### config.mk
export PLATFORM = sky130hd
export DESIGN_NAME = ansi_text_terminal_engine
export DESIGN_NICKNAME = d
export VERILOG_FILES = /design/src/sv/atte_pkg.sv /design/src/sv/atte_front.sv /design/src/sv/atte_back.sv /design/src/sv/ansi_text_terminal_engine.sv
export SDC_FILE = /design/constraint.sdc
export NUM_CORES = 1
export LEC_CHECK = 0
export BUFFER_PORTS_ARGS = -buffer_cell sky130_fd_sc_hd__buf_2
export CORE_MARGIN = 2
export CORE_UTILIZATION = 47
export CTS_BUF_LIST = sky130_fd_sc_hd__clkbuf_4
export CTS_CLUSTER_SIZE = 14
export DETAILED_ROUTE_END_ITERATION = 8
export GPL_TIMING_DRIVEN = 0
export HOLD_SLACK_MARGIN = 0.05
export MAX_ROUTING_LAYER = met4
export PLACE_DENSITY = 0.61
export SYNTH_ARGS = -nofsm -noshare
export SYNTH_HDL_FRONTEND = slang
export SYNTH_SLANG_ARGS = --single-unit
### constraint.sdc
create_clock -name clk -period 12.55 [get_ports clk]
set_input_delay 1.8825 -clock clk [delete_from_list [all_inputs] [get_ports clk]]
set_output_delay 1.8825 -clock clk [all_outputs]
set_load 0.1 [all_outputs]
### src/sv/atte_pkg.sv
package atte_pkg;

  localparam int FIFO_DEPTH = 4;

  localparam logic [1:0] CFG_NUM_COLS   = 2'd0;
  localparam logic [1:0] CFG_NUM_ROWS   = 2'd1;
  localparam logic [1:0] CFG_SERIAL_OUT = 2'd2;

  localparam logic [2:0] CMD_PRINT  = 3'd0;
  localparam logic [2:0] CMD_SCROLL = 3'd1;
  localparam logic [2:0] CMD_MOVE   = 3'd2;
  localparam logic [2:0] CMD_CLEAR  = 3'd3;
  localparam logic [2:0] CMD_BG     = 3'd4;
  localparam logic [2:0] CMD_FG     = 3'd5;
  localparam logic [2:0] CMD_SERIAL = 3'd6;

  localparam logic [7:0] CH_LF  = 8'h0A;
  localparam logic [7:0] CH_CR  = 8'h0D;
  localparam logic [7:0] CH_TAB = 8'h09;
  localparam logic [7:0] CH_BS  = 8'h08;
  localparam logic [7:0] CH_ESC = 8'h1B;

  localparam logic [9:0]  BG_BASE     = 10'd40;
  localparam logic [9:0]  FG_BASE     = 10'd30;
  localparam logic [10:0] COLOR_BLACK = 11'd0;
  localparam logic [10:0] COLOR_WHITE = 11'd7;

  typedef enum logic [2:0] {
    K_OTHER = 3'd0,
    K_DIGIT = 3'd1,
    K_SEMI  = 3'd2,
    K_NL    = 3'd3,
    K_TAB   = 3'd4,
    K_BS    = 3'd5,
    K_ESC   = 3'd6
  } kind_t;

  typedef struct packed {
    kind_t      kind;
    logic [7:0] data;
  } fe_item_t;

  typedef struct packed {
    logic [7:0] num_cols;
    logic [7:0] num_rows;
    logic       serial_out;
  } cfg_t;

  typedef struct packed {
    logic [10:0] arg;
    logic [7:0]  pos_row;
    logic [7:0]  pos_col;
    logic [7:0]  glyph;
    logic [2:0]  cmd;
  } out_item_t;

endpackage

### src/sv/atte_front.sv
module atte_front (
  input  logic                clk,
  input  logic                rst,
  input  logic                in_valid,
  output logic                in_ready,
  input  logic [7:0]          in_data,
  output logic                q_valid,
  input  logic                q_pop,
  output atte_pkg::fe_item_t  q_item
);

  localparam int PW = $clog2(atte_pkg::FIFO_DEPTH);

  atte_pkg::fe_item_t mem [atte_pkg::FIFO_DEPTH];
  logic [PW-1:0] wr_ptr, rd_ptr;
  logic [PW:0]   count;
  atte_pkg::kind_t kind;
  logic push, pop;

  // Classify the byte on the way in so the back end decodes less.
  always_comb begin
    kind = atte_pkg::K_OTHER;
    if (in_data >= 8'h30 && in_data <= 8'h39) begin
      kind = atte_pkg::K_DIGIT;
    end else if (in_data == 8'h3B) begin
      kind = atte_pkg::K_SEMI;
    end else if (in_data == atte_pkg::CH_LF || in_data == atte_pkg::CH_CR) begin
      kind = atte_pkg::K_NL;
    end else if (in_data == atte_pkg::CH_TAB) begin
      kind = atte_pkg::K_TAB;
    end else if (in_data == atte_pkg::CH_BS) begin
      kind = atte_pkg::K_BS;
    end else if (in_data == atte_pkg::CH_ESC) begin
      kind = atte_pkg::K_ESC;
    end
  end

  assign in_ready = (count != (PW+1)'(atte_pkg::FIFO_DEPTH));
  assign q_valid  = (count != '0);
  assign q_item   = mem[rd_ptr];
  assign push     = in_valid && in_ready;
  assign pop      = q_pop && q_valid;

  always_ff @(posedge clk) begin
    if (push) begin
      mem[wr_ptr] <= '{kind: kind, data: in_data};
    end
    if (rst) begin
      wr_ptr <= '0;
      rd_ptr <= '0;
      count  <= '0;
    end else begin
      if (push) wr_ptr <= wr_ptr + 1'b1;
      if (pop)  rd_ptr <= rd_ptr + 1'b1;
      if (push && !pop) begin
        count <= count + 1'b1;
      end else if (pop && !push) begin
        count <= count - 1'b1;
      end
    end
  end

endmodule

### src/sv/atte_back.sv
module atte_back #(
  parameter int MAX_PARAMS = 16,
  parameter int TAB_STEP   = 4
) (
  input  logic                clk,
  input  logic                rst,
  input  atte_pkg::cfg_t      cfg,
  input  logic                q_valid,
  output logic                q_pop,
  input  atte_pkg::fe_item_t  q_item,
  output logic                out_valid,
  input  logic                out_ready,
  output atte_pkg::out_item_t out_item,
  output logic                out_last
);

  localparam int PCW = $clog2(MAX_PARAMS);
  localparam int RECIP = (65536 + TAB_STEP - 1) / TAB_STEP;

  typedef enum logic [6:0] {
    S_IDLE = 7'b0000001,
    S_SER  = 7'b0000010,
    S_TAB  = 7'b0000100,
    S_WALK = 7'b0001000,
    S_J    = 7'b0010000,
    S_POST = 7'b0100000,
    S_MOVE = 7'b1000000
  } state_t;

  typedef enum logic [4:0] {
    P_IDLE = 5'b00001,
    P_ESC  = 5'b00010,
    P_CSI  = 5'b00100,
    P_NUM  = 5'b01000,
    P_SEMI = 5'b10000
  } pstate_t;

  state_t  state, state_next;
  pstate_t pstate, pstate_next;
  logic signed [12:0] col, col_next, row, row_next;
  logic [PCW-1:0] pcnt, pcnt_next, widx, widx_next;
  logic [1:0]  dcnt, dcnt_next;
  logic [9:0]  cur, cur_next;
  logic [9:0]  store [MAX_PARAMS];
  logic        st_we;
  logic [PCW-1:0] st_wa;
  logic [9:0]  st_wd;
  logic        sub, sub_next;
  logic [7:0]  chr, chr_next;
  logic [7:0]  tab_q, tab_q_next;

  logic        can_emit, emit, e_last;
  atte_pkg::out_item_t e_item;

  logic [8:0]  cols_eff, rows_eff;
  logic signed [12:0] cols_s, rows_s, cnt_s, c1, r1, tab_col;
  logic [9:0]  p0, p1, cnt, wval, dig;
  logic [24:0] tab_prod;
  logic [7:0]  byte_c;
  logic        is_digit, do_fin;

  assign cols_eff = (cfg.num_cols == 8'd0) ? 9'd1 : {1'b0, cfg.num_cols};
  assign rows_eff = (cfg.num_rows == 8'd0) ? 9'd1 : {1'b0, cfg.num_rows};
  assign cols_s   = signed'({4'b0, cols_eff});
  assign rows_s   = signed'({4'b0, rows_eff});
  assign p0       = (pcnt != '0) ? store[0] : 10'd0;
  assign p1       = (pcnt > PCW'(1)) ? store[1] : 10'd0;
  assign cnt      = (p0 == 10'd0) ? 10'd1 : p0;
  assign cnt_s    = signed'({3'b0, cnt});
  assign wval     = store[widx];
  assign byte_c   = q_item.data;
  assign is_digit = (q_item.kind == atte_pkg::K_DIGIT);
  assign dig      = {6'b0, byte_c[3:0]};
  assign can_emit = !out_valid || out_ready;
  assign tab_prod = {17'b0, col[7:0]} * 25'(RECIP);
  assign tab_col  = signed'(13'((tab_q + 9'd1) * TAB_STEP));

  always_comb begin
    c1 = (col < 0) ? 13'sd0 : col;
    if (c1 > cols_s - 13'sd1) c1 = cols_s - 13'sd1;
    r1 = (row < 0) ? 13'sd0 : row;
  end

  always_comb begin
    state_next  = state;
    pstate_next = pstate;
    col_next    = col;
    row_next    = row;
    pcnt_next   = pcnt;
    widx_next   = widx;
    dcnt_next   = dcnt;
    cur_next    = cur;
    sub_next    = sub;
    chr_next    = chr;
    tab_q_next  = tab_prod[23:16];
    st_we       = 1'b0;
    st_wa       = pcnt;
    st_wd       = dig;
    q_pop       = 1'b0;
    emit        = 1'b0;
    e_last      = 1'b0;
    e_item      = '0;
    do_fin      = 1'b0;
    case (state)
      S_IDLE: begin
        if (q_valid && can_emit) begin
          q_pop    = 1'b1;
          chr_next = byte_c;
          if (cfg.serial_out) begin
            state_next = S_SER;
            if (byte_c == atte_pkg::CH_LF) begin
              emit         = 1'b1;
              e_item.cmd   = atte_pkg::CMD_SERIAL;
              e_item.glyph = atte_pkg::CH_CR;
            end
          end else begin
            state_next = S_POST;
            case (pstate)
              P_ESC: begin
                pstate_next = P_IDLE;
                if (byte_c == "D") begin
                  row_next = row + 13'sd1;
                end else if (byte_c == "M") begin
                  if (row > 0) row_next = row - 13'sd1;
                end else if (byte_c == "H") begin
                  state_next = S_TAB;
                end else if (byte_c == "[") begin
                  pstate_next = P_CSI;
                end
              end
              P_CSI, P_SEMI: begin
                if (is_digit) begin
                  pstate_next = P_NUM;
                  if (32'(pcnt) < MAX_PARAMS - 1) begin
                    st_we     = 1'b1;
                    cur_next  = dig;
                    pcnt_next = pcnt + 1'b1;
                    dcnt_next = 2'd1;
                  end else begin
                    dcnt_next = 2'd3;
                  end
                end else if (pstate == P_SEMI) begin
                  pstate_next = P_IDLE;
                end else begin
                  do_fin = 1'b1;
                end
              end
              P_NUM: begin
                if (q_item.kind == atte_pkg::K_SEMI) begin
                  pstate_next = P_SEMI;
                end else if (is_digit) begin
                  if (dcnt < 2'd3 && pcnt != '0) begin
                    st_we     = 1'b1;
                    st_wa     = pcnt - 1'b1;
                    st_wd     = 10'((cur << 3) + (cur << 1) + dig);
                    cur_next  = st_wd;
                    dcnt_next = dcnt + 2'd1;
                  end
                end else begin
                  do_fin = 1'b1;
                end
              end
              default: begin
                pstate_next = P_IDLE;
                case (q_item.kind)
                  atte_pkg::K_NL: begin
                    row_next = row + 13'sd1;
                    col_next = 13'sd0;
                  end
                  atte_pkg::K_TAB: state_next = S_TAB;
                  atte_pkg::K_BS: begin
                    if (col == 0) begin
                      if (row != 0) begin
                        row_next = row - 13'sd1;
                        col_next = cols_s - 13'sd1;
                      end
                    end else begin
                      col_next = col - 13'sd1;
                    end
                  end
                  atte_pkg::K_ESC: begin
                    pstate_next = P_ESC;
                    pcnt_next   = '0;
                    dcnt_next   = 2'd0;
                  end
                  default: begin
                    emit           = 1'b1;
                    e_item.cmd     = atte_pkg::CMD_PRINT;
                    e_item.glyph   = byte_c;
                    e_item.pos_col = col[7:0];
                    e_item.pos_row = row[7:0];
                    if (col + 13'sd1 >= cols_s) begin
                      col_next = 13'sd0;
                      row_next = row + 13'sd1;
                    end else begin
                      col_next = col + 13'sd1;
                    end
                  end
                endcase
              end
            endcase
            // Final byte of a control sequence.
            if (do_fin) begin
              pstate_next = P_IDLE;
              if (byte_c == "H" || byte_c == "f") begin
                if (p0 != 0 && p1 != 0) begin
                  row_next = signed'({3'b0, p0});
                  col_next = signed'({3'b0, p1});
                end else if (pcnt != PCW'(1)) begin
                  row_next = 13'sd0;
                  col_next = 13'sd0;
                end
              end else if (byte_c == "A" || byte_c == "B" || byte_c == "C"
                           || byte_c == "D") begin
                if (pcnt <= PCW'(1)) begin
                  if (byte_c == "A") begin
                    row_next = (row - cnt_s < 0) ? 13'sd0 : row - cnt_s;
                  end else if (byte_c == "B") begin
                    row_next = row + cnt_s;
                  end else if (byte_c == "C") begin
                    if (col + cnt_s >= cols_s) begin
                      col_next = col + cnt_s - cols_s;
                      row_next = row + 13'sd1;
                    end else begin
                      col_next = col + cnt_s;
                    end
                  end else begin
                    if (col - cnt_s < 0) begin
                      col_next = col - cnt_s + cols_s;
                      row_next = (row == 0) ? 13'sd0 : row - 13'sd1;
                    end else begin
                      col_next = col - cnt_s;
                    end
                  end
                end
              end else if (byte_c == "J") begin
                if (pcnt <= PCW'(1) && p0 == 10'd2) begin
                  emit       = 1'b1;
                  e_item.cmd = atte_pkg::CMD_CLEAR;
                  col_next   = 13'sd0;
                  row_next   = 13'sd0;
                  sub_next   = 1'b0;
                  state_next = S_J;
                end
              end else if (byte_c == "m") begin
                widx_next  = '0;
                sub_next   = 1'b0;
                state_next = S_WALK;
              end
            end
          end
        end
      end
      S_SER: begin
        if (can_emit) begin
          emit         = 1'b1;
          e_last       = 1'b1;
          e_item.cmd   = atte_pkg::CMD_SERIAL;
          e_item.glyph = chr;
          state_next   = S_IDLE;
        end
      end
      S_TAB: begin
        if (tab_col >= cols_s) begin
          col_next = tab_col - cols_s;
          row_next = row + 13'sd1;
        end else begin
          col_next = tab_col;
        end
        state_next = S_POST;
      end
      S_J: begin
        if (can_emit) begin
          emit = 1'b1;
          if (!sub) begin
            e_item.cmd = atte_pkg::CMD_BG;
            e_item.arg = atte_pkg::COLOR_BLACK;
            sub_next   = 1'b1;
          end else begin
            e_item.cmd = atte_pkg::CMD_FG;
            e_item.arg = atte_pkg::COLOR_WHITE;
            state_next = S_POST;
          end
        end
      end
      S_WALK: begin
        if (widx == pcnt) begin
          state_next = S_POST;
        end else if (can_emit) begin
          widx_next = widx + 1'b1;
          if (wval >= atte_pkg::BG_BASE) begin
            emit       = 1'b1;
            e_item.cmd = atte_pkg::CMD_BG;
            e_item.arg = {1'b0, wval - atte_pkg::BG_BASE};
          end else if (wval >= atte_pkg::FG_BASE) begin
            emit       = 1'b1;
            e_item.cmd = atte_pkg::CMD_FG;
            e_item.arg = {1'b0, wval - atte_pkg::FG_BASE};
          end else if (wval == 10'd0) begin
            // Reset attributes: black background, then white foreground.
            emit = 1'b1;
            if (!sub) begin
              e_item.cmd = atte_pkg::CMD_BG;
              e_item.arg = atte_pkg::COLOR_BLACK;
              sub_next   = 1'b1;
              widx_next  = widx;
            end else begin
              e_item.cmd = atte_pkg::CMD_FG;
              e_item.arg = atte_pkg::COLOR_WHITE;
              sub_next   = 1'b0;
            end
          end
        end
      end
      S_POST: begin
        if (can_emit) begin
          col_next = c1;
          emit     = 1'b1;
          if (r1 >= rows_s) begin
            e_item.cmd = atte_pkg::CMD_SCROLL;
            e_item.arg = 11'(r1 - rows_s + 13'sd1);
            row_next   = rows_s - 13'sd1;
            state_next = S_MOVE;
          end else begin
            row_next       = r1;
            e_last         = 1'b1;
            e_item.cmd     = atte_pkg::CMD_MOVE;
            e_item.pos_col = c1[7:0];
            e_item.pos_row = r1[7:0];
            state_next     = S_IDLE;
          end
        end
      end
      S_MOVE: begin
        if (can_emit) begin
          emit           = 1'b1;
          e_last         = 1'b1;
          e_item.cmd     = atte_pkg::CMD_MOVE;
          e_item.pos_col = col[7:0];
          e_item.pos_row = row[7:0];
          state_next     = S_IDLE;
        end
      end
      default: state_next = S_IDLE;
    endcase
  end

  always_ff @(posedge clk) begin
    if (st_we) store[st_wa] <= st_wd;
    if (emit) begin
      out_item <= e_item;
      out_last <= e_last;
    end
    cur   <= cur_next;
    chr   <= chr_next;
    tab_q <= tab_q_next;
    widx  <= widx_next;
    sub   <= sub_next;
    if (rst) begin
      state     <= S_IDLE;
      pstate    <= P_IDLE;
      col       <= '0;
      row       <= '0;
      pcnt      <= '0;
      dcnt      <= '0;
      out_valid <= 1'b0;
    end else begin
      state  <= state_next;
      pstate <= pstate_next;
      col    <= col_next;
      row    <= row_next;
      pcnt   <= pcnt_next;
      dcnt   <= dcnt_next;
      if (emit) begin
        out_valid <= 1'b1;
      end else if (out_ready) begin
        out_valid <= 1'b0;
      end
    end
  end

endmodule

### src/sv/ansi_text_terminal_engine.sv
// Sequence: with the back end idle, a byte's first command leaves through the output
// register and the closing cursor move comes from the post state; a tab passes through
// the tab state first, and a scroll is followed by the move state. Output stalls hold the sequence.
// The back-end sequencer takes one byte at a time and pops no new byte until its last
// command is issued; CSI J adds a background and a foreground command after the clear,
// and CSI m walks its parameters: a colour command each from 30 up, a pair per zero.
// Reset: synchronous, active high; cursor at 0,0, parser idle, queue empty, registers
// back to 80 columns, 25 rows, console mode.
module ansi_text_terminal_engine #(
  parameter int MAX_PARAMS = 16,
  parameter int TAB_STEP   = 4
) (
  input  logic        clk,
  input  logic        rst,
  input  logic        s_axis_tvalid,
  output logic        s_axis_tready,
  input  logic [7:0]  s_axis_tdata,   // [7:0] byte_in
  output logic        m_axis_tvalid,
  input  logic        m_axis_tready,
  // [2:0] cmd, [10:3] glyph, [18:11] pos_col, [26:19] pos_row, [37:27] arg, rest zero
  output logic [39:0] m_axis_tdata,
  output logic        m_axis_tlast,
  input  logic        cfg_valid,
  output logic        cfg_ready,
  input  logic [1:0]  cfg_index,
  input  logic [7:0]  cfg_data
);

  // Configuration registers. Writes are always taken; an unknown index is dropped.
  atte_pkg::cfg_t cfg;

  assign cfg_ready = 1'b1;

  always_ff @(posedge clk) begin
    if (rst) begin
      cfg.num_cols   <= 8'd80;
      cfg.num_rows   <= 8'd25;
      cfg.serial_out <= 1'b0;
    end else if (cfg_valid) begin
      case (cfg_index)
        atte_pkg::CFG_NUM_COLS:   cfg.num_cols   <= cfg_data;
        atte_pkg::CFG_NUM_ROWS:   cfg.num_rows   <= cfg_data;
        atte_pkg::CFG_SERIAL_OUT: cfg.serial_out <= cfg_data[0];
        default: ;
      endcase
    end
  end

  // The front end classifies each byte and holds it in a short queue, so the input side
  // keeps taking transactions, until the queue is full, while the back end walks a sequence.
  logic               q_valid, q_pop;
  atte_pkg::fe_item_t q_item;

  atte_front u_front (
    .clk      (clk),
    .rst      (rst),
    .in_valid (s_axis_tvalid),
    .in_ready (s_axis_tready),
    .in_data  (s_axis_tdata),
    .q_valid  (q_valid),
    .q_pop    (q_pop),
    .q_item   (q_item)
  );

  // The back end runs the parser and cursor, and emits every command through
  // a single output register.
  atte_pkg::out_item_t out_item;

  atte_back #(
    .MAX_PARAMS (MAX_PARAMS),
    .TAB_STEP   (TAB_STEP)
  ) u_back (
    .clk       (clk),
    .rst       (rst),
    .cfg       (cfg),
    .q_valid   (q_valid),
    .q_pop     (q_pop),
    .q_item    (q_item),
    .out_valid (m_axis_tvalid),
    .out_ready (m_axis_tready),
    .out_item  (out_item),
    .out_last  (m_axis_tlast)
  );

  assign m_axis_tdata = {2'b00, out_item};

  // A cursor move always closes the commands of its byte.
  a_move_last: assert property (@(posedge clk) disable iff (rst)
    m_axis_tvalid && m_axis_tdata[2:0] == atte_pkg::CMD_MOVE |-> m_axis_tlast)
    else $error("cursor move not marked last");

  // A scroll is only issued for a real overflow.
  a_scroll_nonzero: assert property (@(posedge clk) disable iff (rst)
    m_axis_tvalid && m_axis_tdata[2:0] == atte_pkg::CMD_SCROLL
    |-> m_axis_tdata[37:27] != 11'd0)
    else $error("scroll with zero count");

  // Only defined command codes leave the block.
  a_cmd_range: assert property (@(posedge clk) disable iff (rst)
    m_axis_tvalid |-> m_axis_tdata[2:0] != 3'd7)
    else $error("undefined command code");

endmodule

Yosys cells after proc, flatten, opt, wreduce, memory -nomap -nowiden. Memories as Yosys holds them, arrays and structs flattened. A register that Yosys moved wholly into a read port is not among the register bits. Index checks and enable logic that the tools add are counted.

Logic and storage cells: 448. Register bits: 136. Memory bits (writable): 204. Output and inout port bits: 44. Memories kept: 2.

Reductions and logical operators: 59. Add/sub/neg operators: 30. Mux-type cells: 244. Eq/ne operators: 68. Order comparisons: 18. Bitwise operators: 3.

Memory list: u_back.store (words 16, bits a word 10, rd ports 3, clocked after Yosys merged registers in 1, wr ports 1, line atte_back.sv:44) `logic [9:0] store [MAX_PARAMS];`; u_front.mem (words 4, bits a word 11, rd ports 1, clocked after Yosys merged registers in 1, wr ports 1, line atte_front.sv:14) `atte_pkg::fe_item_t mem [atte_pkg::FIFO_DEPTH];`.

Operator list (count): $mux 13 (50); $pmux 13 s3 (4); $mux 7 (17); $mux 27 (4); $mux 10 (10); $mux 11 (9); $mux 4 (24); $eq 8x7->1 const B (10); $mux 3 (22); $logic_not 32->1 (2); $lt 32x1->1 const B (2); $mux 1 (57); $mux 16 (3); $pmux 16 s3 (1); $mux 9 (5); $pmux 7 s6 (1); $eq 8x4->1 const B (5); $ge 13x10->1 (3); $mux 5 (7); $pmux 11 s3 (1); $reduce_bool 32->1 (1); $ne 2x1->1 const B (15); $sub 13x11->14 (2); $add 13x11->13 (2); other kinds (90) (165).

Logic depth before layout (Yosys ltp).
Word-level depth: 17. Gate-level depth with buffers: 26. Gate-level depth less buffers: 23.

Cells and area by module. From an unflattened synthesis, not the netlist that was laid out.

Cells, all modules: 2662. Area total of the unflattened synthesis: 25229.2 um^2.

By module, submodules not included: atte_back (instances 1, cells an instance 2461, area each 22310.1 um^2, sequential area each 7737.4 um^2); atte_front (instances 1, cells an instance 125, area each 2158.3 um^2, sequential area each 1501.4 um^2); ansi_text_terminal_engine (instances 1, cells an instance 76, area each 760.7 um^2, sequential area each 340.3 um^2).

Least setup slack after synthesis. OpenSTA, ideal clock, no wires.

Path type: input to register. From: in m_axis_tready. To: reg, netlist name u_back.out_item[0]. Stages on the path: 3. Path slack: 7.161 ns. Buffers on the path: 1. Arrival time: 4.900 ns. Library setup time: 0.489 ns. Cell sequence: nor2b_1 clkbuf_1 o21ai_0.

Word-level cells in the longest chain between the ends: 4.

RTL lines: start, declared (line ansi_text_terminal_engine.sv:19) `input logic m_axis_tready,`; $logic_or 1x1->1 * (line atte_back.sv:74) `assign can_emit = !out_valid || out_ready;`; $mux 1 or $logic_and 1x1->1 (tied branches) (line atte_back.sv:289, atte_back.sv:106); $mux 1, on equally long branches (line atte_back.sv:287, atte_back.sv:106); $pmux 1 s3 * (line atte_back.sv:104) `case (state)`; net u_back.emit (line atte_back.sv:52) `logic can_emit, emit, e_last;`.

Mark *: on every way through the listed nets, which the timed path passes. The rest lies on a longest branch. A chain may end at the register's enable or synchronous reset.

Final worst setup path.
From: reg u_back.pcnt[0]. To: reg u_back.row[1].

Word-level cells in the longest chain between the ends: 17.

RTL lines: start, declared (line atte_back.sv:41) `logic [PCW-1:0] pcnt, pcnt_next, widx, widx_next;`; start signal, assigned (line atte_back.sv:372) `pcnt <= pcnt_next;`; $reduce_bool 4->1 (line atte_back.sv:66) `assign p0 = (pcnt != '0) ? store[0] : 10'd0;`; $mux 10 (line atte_back.sv:66); $logic_not 10->1 (line atte_back.sv:68) `assign cnt = (p0 == 10'd0) ? 10'd1 : p0;`; $mux 10 (line atte_back.sv:68); $sub 13x11->14 or $add 13x11->13 (tied branches) (line atte_back.sv:228, atte_back.sv:221); $lt 32x1->1 or $ge 13x10->1 (tied branches) (line atte_back.sv:228, atte_back.sv:221); $mux 13, on equally long branches (line atte_back.sv:228, atte_back.sv:221); $mux 13 (line atte_back.sv:220) `end else if (byte_c == "C") begin`; $mux 13 (line atte_back.sv:218) `end else if (byte_c == "B") begin`; $mux 13 (line atte_back.sv:216) `if (byte_c == "A") begin`; $mux 13 (line atte_back.sv:215) `if (pcnt <= PCW'(1)) begin`; $mux 13 (line atte_back.sv:213) `end else if (byte_c == "A" || byte_c == "B" || byte_c == "C"`; $mux 13 * (line atte_back.sv:205) `if (byte_c == "H" || byte_c == "f") begin`; $mux 13 * (line atte_back.sv:203) `if (do_fin) begin`; $mux 13 * (line atte_back.sv:109) `if (cfg.serial_out) begin`; $mux 13 * (line atte_back.sv:106) `if (q_valid && can_emit) begin`; $pmux 13 s3 * (line atte_back.sv:104); end signal, assigned (line atte_back.sv:371) `row <= row_next;`; end, declared (line atte_back.sv:40) `logic signed [12:0] col, col_next, row, row_next;`.

Every way passes the cells marked *; elsewhere a longest branch is shown, timed or not. The select of a mux whose other input is x is not followed.

==> out/metrics.cfg <==
[outcome]
status = finished, violations left
violations = capacitance limit, slew limit

[yosys]
synthArstFlopShare = 0
yosys_warnings = 0
synth.avg_cell_area_sq_um = 9.48
yosysSeqAreaShare = 0.388
synth_seq_cells = 346
synth_ff_type = edfxtp_1
synthesis.instances = 2608
synth_edf_count = 265
yosysUniqueCellTypes = 92
netlist_area_sq_um = 24700

[clocking]
postCtsSetupBuffers = 0
cts.path.max_buffers = 3
root_buffer = clkbuf_4
cts_inserted_buffers = 91
post_cts_resized = 0
insertion_delay_ns = 0.92
clock-sinks = 346
clkTransAtPathRegs_ns = 0.07
cts-htree-levels = 3
cts_tree = done
cts-hold-fix-buffers = 0

[critical_path]
critPathTopFamily = compound AO/OA/AOI/OAI gates
required_ns = 13.29
cp-end-kind = flip-flop
crit_fanout = 10
cp-start-kind = flip-flop
max_stage_delay_ns = 0.74
cp.arrival_ns = 8.18
slowest_stage = o21ai_0
cp.buffers_inverters = 5
path_class = reg -> reg

[drt]
met1_length_um = 39200
wirelength_um = 102000
firstDrtPassIters = 8
met3_length_um = 8800
drt-initial-drc-count = 2458
drtAntennaViolNets = 0
via_per_inst = 6.50
vias = 23000
drc = 0
post_drt_wl_per_cell_um = 28.9
wl_met2_um = 47000
highest_layer = met4

[grt]
grt_pass1_vias = 21900
antenna_found_initial = 5
grt.total_usage = 0.383
grt_pass1_wl_um = 146000
grt_max_degree = 29
grt_remaining_overflow = 0

[placed_design]
io_buffers = 62
hpwl_um = 79000
gp_congestion = 1.10

[power]
peakVddDrop_v = 0.000169
p_leak_uw = 0.0101
p_per_area_nw_per_um2 = 256

[sta]
setup_tns_ns = 0
fin_crit_sh = 0.593
whs_ns = 0.487
maxSlewViolCount = 7
rsz0062_at_grt = false
finalClockSkew_ns = 0.121
fmax_ghz = 0.134
hold_violations = 0
setup_violations = 0
period_needed_ns = 7.45
relSlewSlack = -0.0589
worstMarginPinSlew_ns = 1.58

[finish]
final_common_cell = nor2_1
fill_cells = 4828
fin_nets = 2956
area_growth_syn_to_layout_pct = 9.94
final_cell_mix = 267 x nor2_1, 265 x edfxtp_1, 219 x nand2_1, 161 x o21ai_0, 158 x a21oi_1
drive_above_1_share = 0.114

[floorplanning]
die_x_um = 233
dieArea_sq_um = 54400
initial_core_util = 0.473
io_pins = 67
rows = 84
core_area_sq_um = 52200
die_h_um = 233

[min_path]
min_path_type = reg -> reg

[flow_run]
drv_cap = 1

==> per-layer routing <==
| layer | track usage | vias to the layer above |
|---|---|---|
| met2 | 0.600 | 1281 |
| met4 | 0.236 | 0 |
| met1 | 0.456 | 11200 |
| met5 | - | - |
| met3 | 0.0735 | 333 |
| li1 | - | 10200 |
==> cells in the mapped netlist (9+ instances only) <==
cell	number	area, sq um
nand4_1	26	163
a31oi_1	34	213
nand3_1	77	385
fa_1	15	300
edfxtp_1	265	7960
o22ai_1	32	200
or4_1	9	67.6
o32ai_1	10	87.6
a21oi_1	158	791
inv_1	93	349
xor2_1	35	307
mux2i_1	30	300
clkbuf_1	129	484
buf_1	12	45.0
o21bai_1	15	113
and3_1	32	200
a32oi_1	9	78.8
dfxtp_1	81	1620
and2_1	25	156
o21ai_0	162	811
mux4_2	55	1240
mux2_2	10	113
nor4_1	22	138
a22oi_1	16	120
o31ai_1	12	90.1
nor3_1	82	410
a2111oi_0	10	87.6
a221oi_1	19	166
a211oi_1	29	218
o211ai_1	32	240
nor3b_1	10	75.1
o21a_1	17	128
nor2b_1	42	263
or3_1	20	125
a21o_1	36	270
nand2_1	219	822
xnor2_1	109	955
o21ai_1	9	45.0
nor2_1	267	1000
ha_1	145	1810
buf_2	9	45.0
nand3b_1	12	90.1
nand2b_1	29	181
==> where the power goes <==
group	leakage [uW]	switching, uW	internal, uW	total, uW
Clock	0.000695	519	490	1010
Combinational	0.00628	3110	1280	4390
Sequential	0.00309	124	1440	1560
Total	0.0101	3750	3210	6960
==> path summary, 6_finish.rpt <==
path,start,to,slack [ns],cells past startpoint
max reg2reg,u_back.pcnt[0],u_back.row[1],5.10,25
max,u_back.pcnt[0],u_back.row[1],5.10,25
min,u_back.chr[4],u_back.out_item[7],0.49,1
min reg2reg,u_back.chr[4],u_back.out_item[7],0.49,1
==> area by class of cell <==
class / instances / area (sq um) / area share
Multi-Input combinational cell: 2016 / 14200 / 0.523
Sequential cell: 346 / 9580 / 0.353
Clock buffer: 124 / 931 / 0.0343
Tap cell: 688 / 861 / 0.0317
Buffer: 156 / 632 / 0.0233
Timing Repair Buffer: 67 / 362 / 0.0133
Inverter: 95 / 357 / 0.0131
Clock inverter: 39 / 234 / 0.00861
Antenna cell: 6 / 15.0 / 0.000553
==> flip-flops by register name, indices dropped and copies added (netlist names), 2 cells and up, named ones only <==
register / flops
u_back.store: 160
u_front.mem: 44
u_back.out_item: 38
cfg: 17
u_back.col: 13
u_back.row: 13
u_back.cur: 9
u_back.chr: 8
u_back.state: 7
u_back.tab_q: 6
u_back.pstate: 5
u_back.pcnt: 4
u_back.widx: 4
u_front.count: 3
u_back.dcnt: 2
u_front.rd_ptr: 2
u_front.wr_ptr: 2
==> cells by family (layout without fill, tap and decap cells) <==
kind of cell,Yosys count,after routing,share of synthesized area
other cells,2,13,0.000304
mux,101,101,0.0732
buf+inv,251,481,0.0399
flops,346,346,0.388
fa+ha+maj,161,161,0.0860
compound gates,698,698,0.185
xor+xnor,144,144,0.0510
simple gates,905,905,0.177
==> stage by stage <==
step                instances  area [sq um]  worst slack (ns)   util  power, uW
floorplan                2613         24700              7.16      -       4500
global placement         3363         25900              4.09  0.496       5770
detailed placement       3366         26000              5.42  0.497       5800
CTS                      3529         27100              5.44  0.519       6830
global route             3537         27200              4.77  0.520       7300
finish                   3537         27200              5.10  0.520       6960
Power figures use the tool's default switching activity.
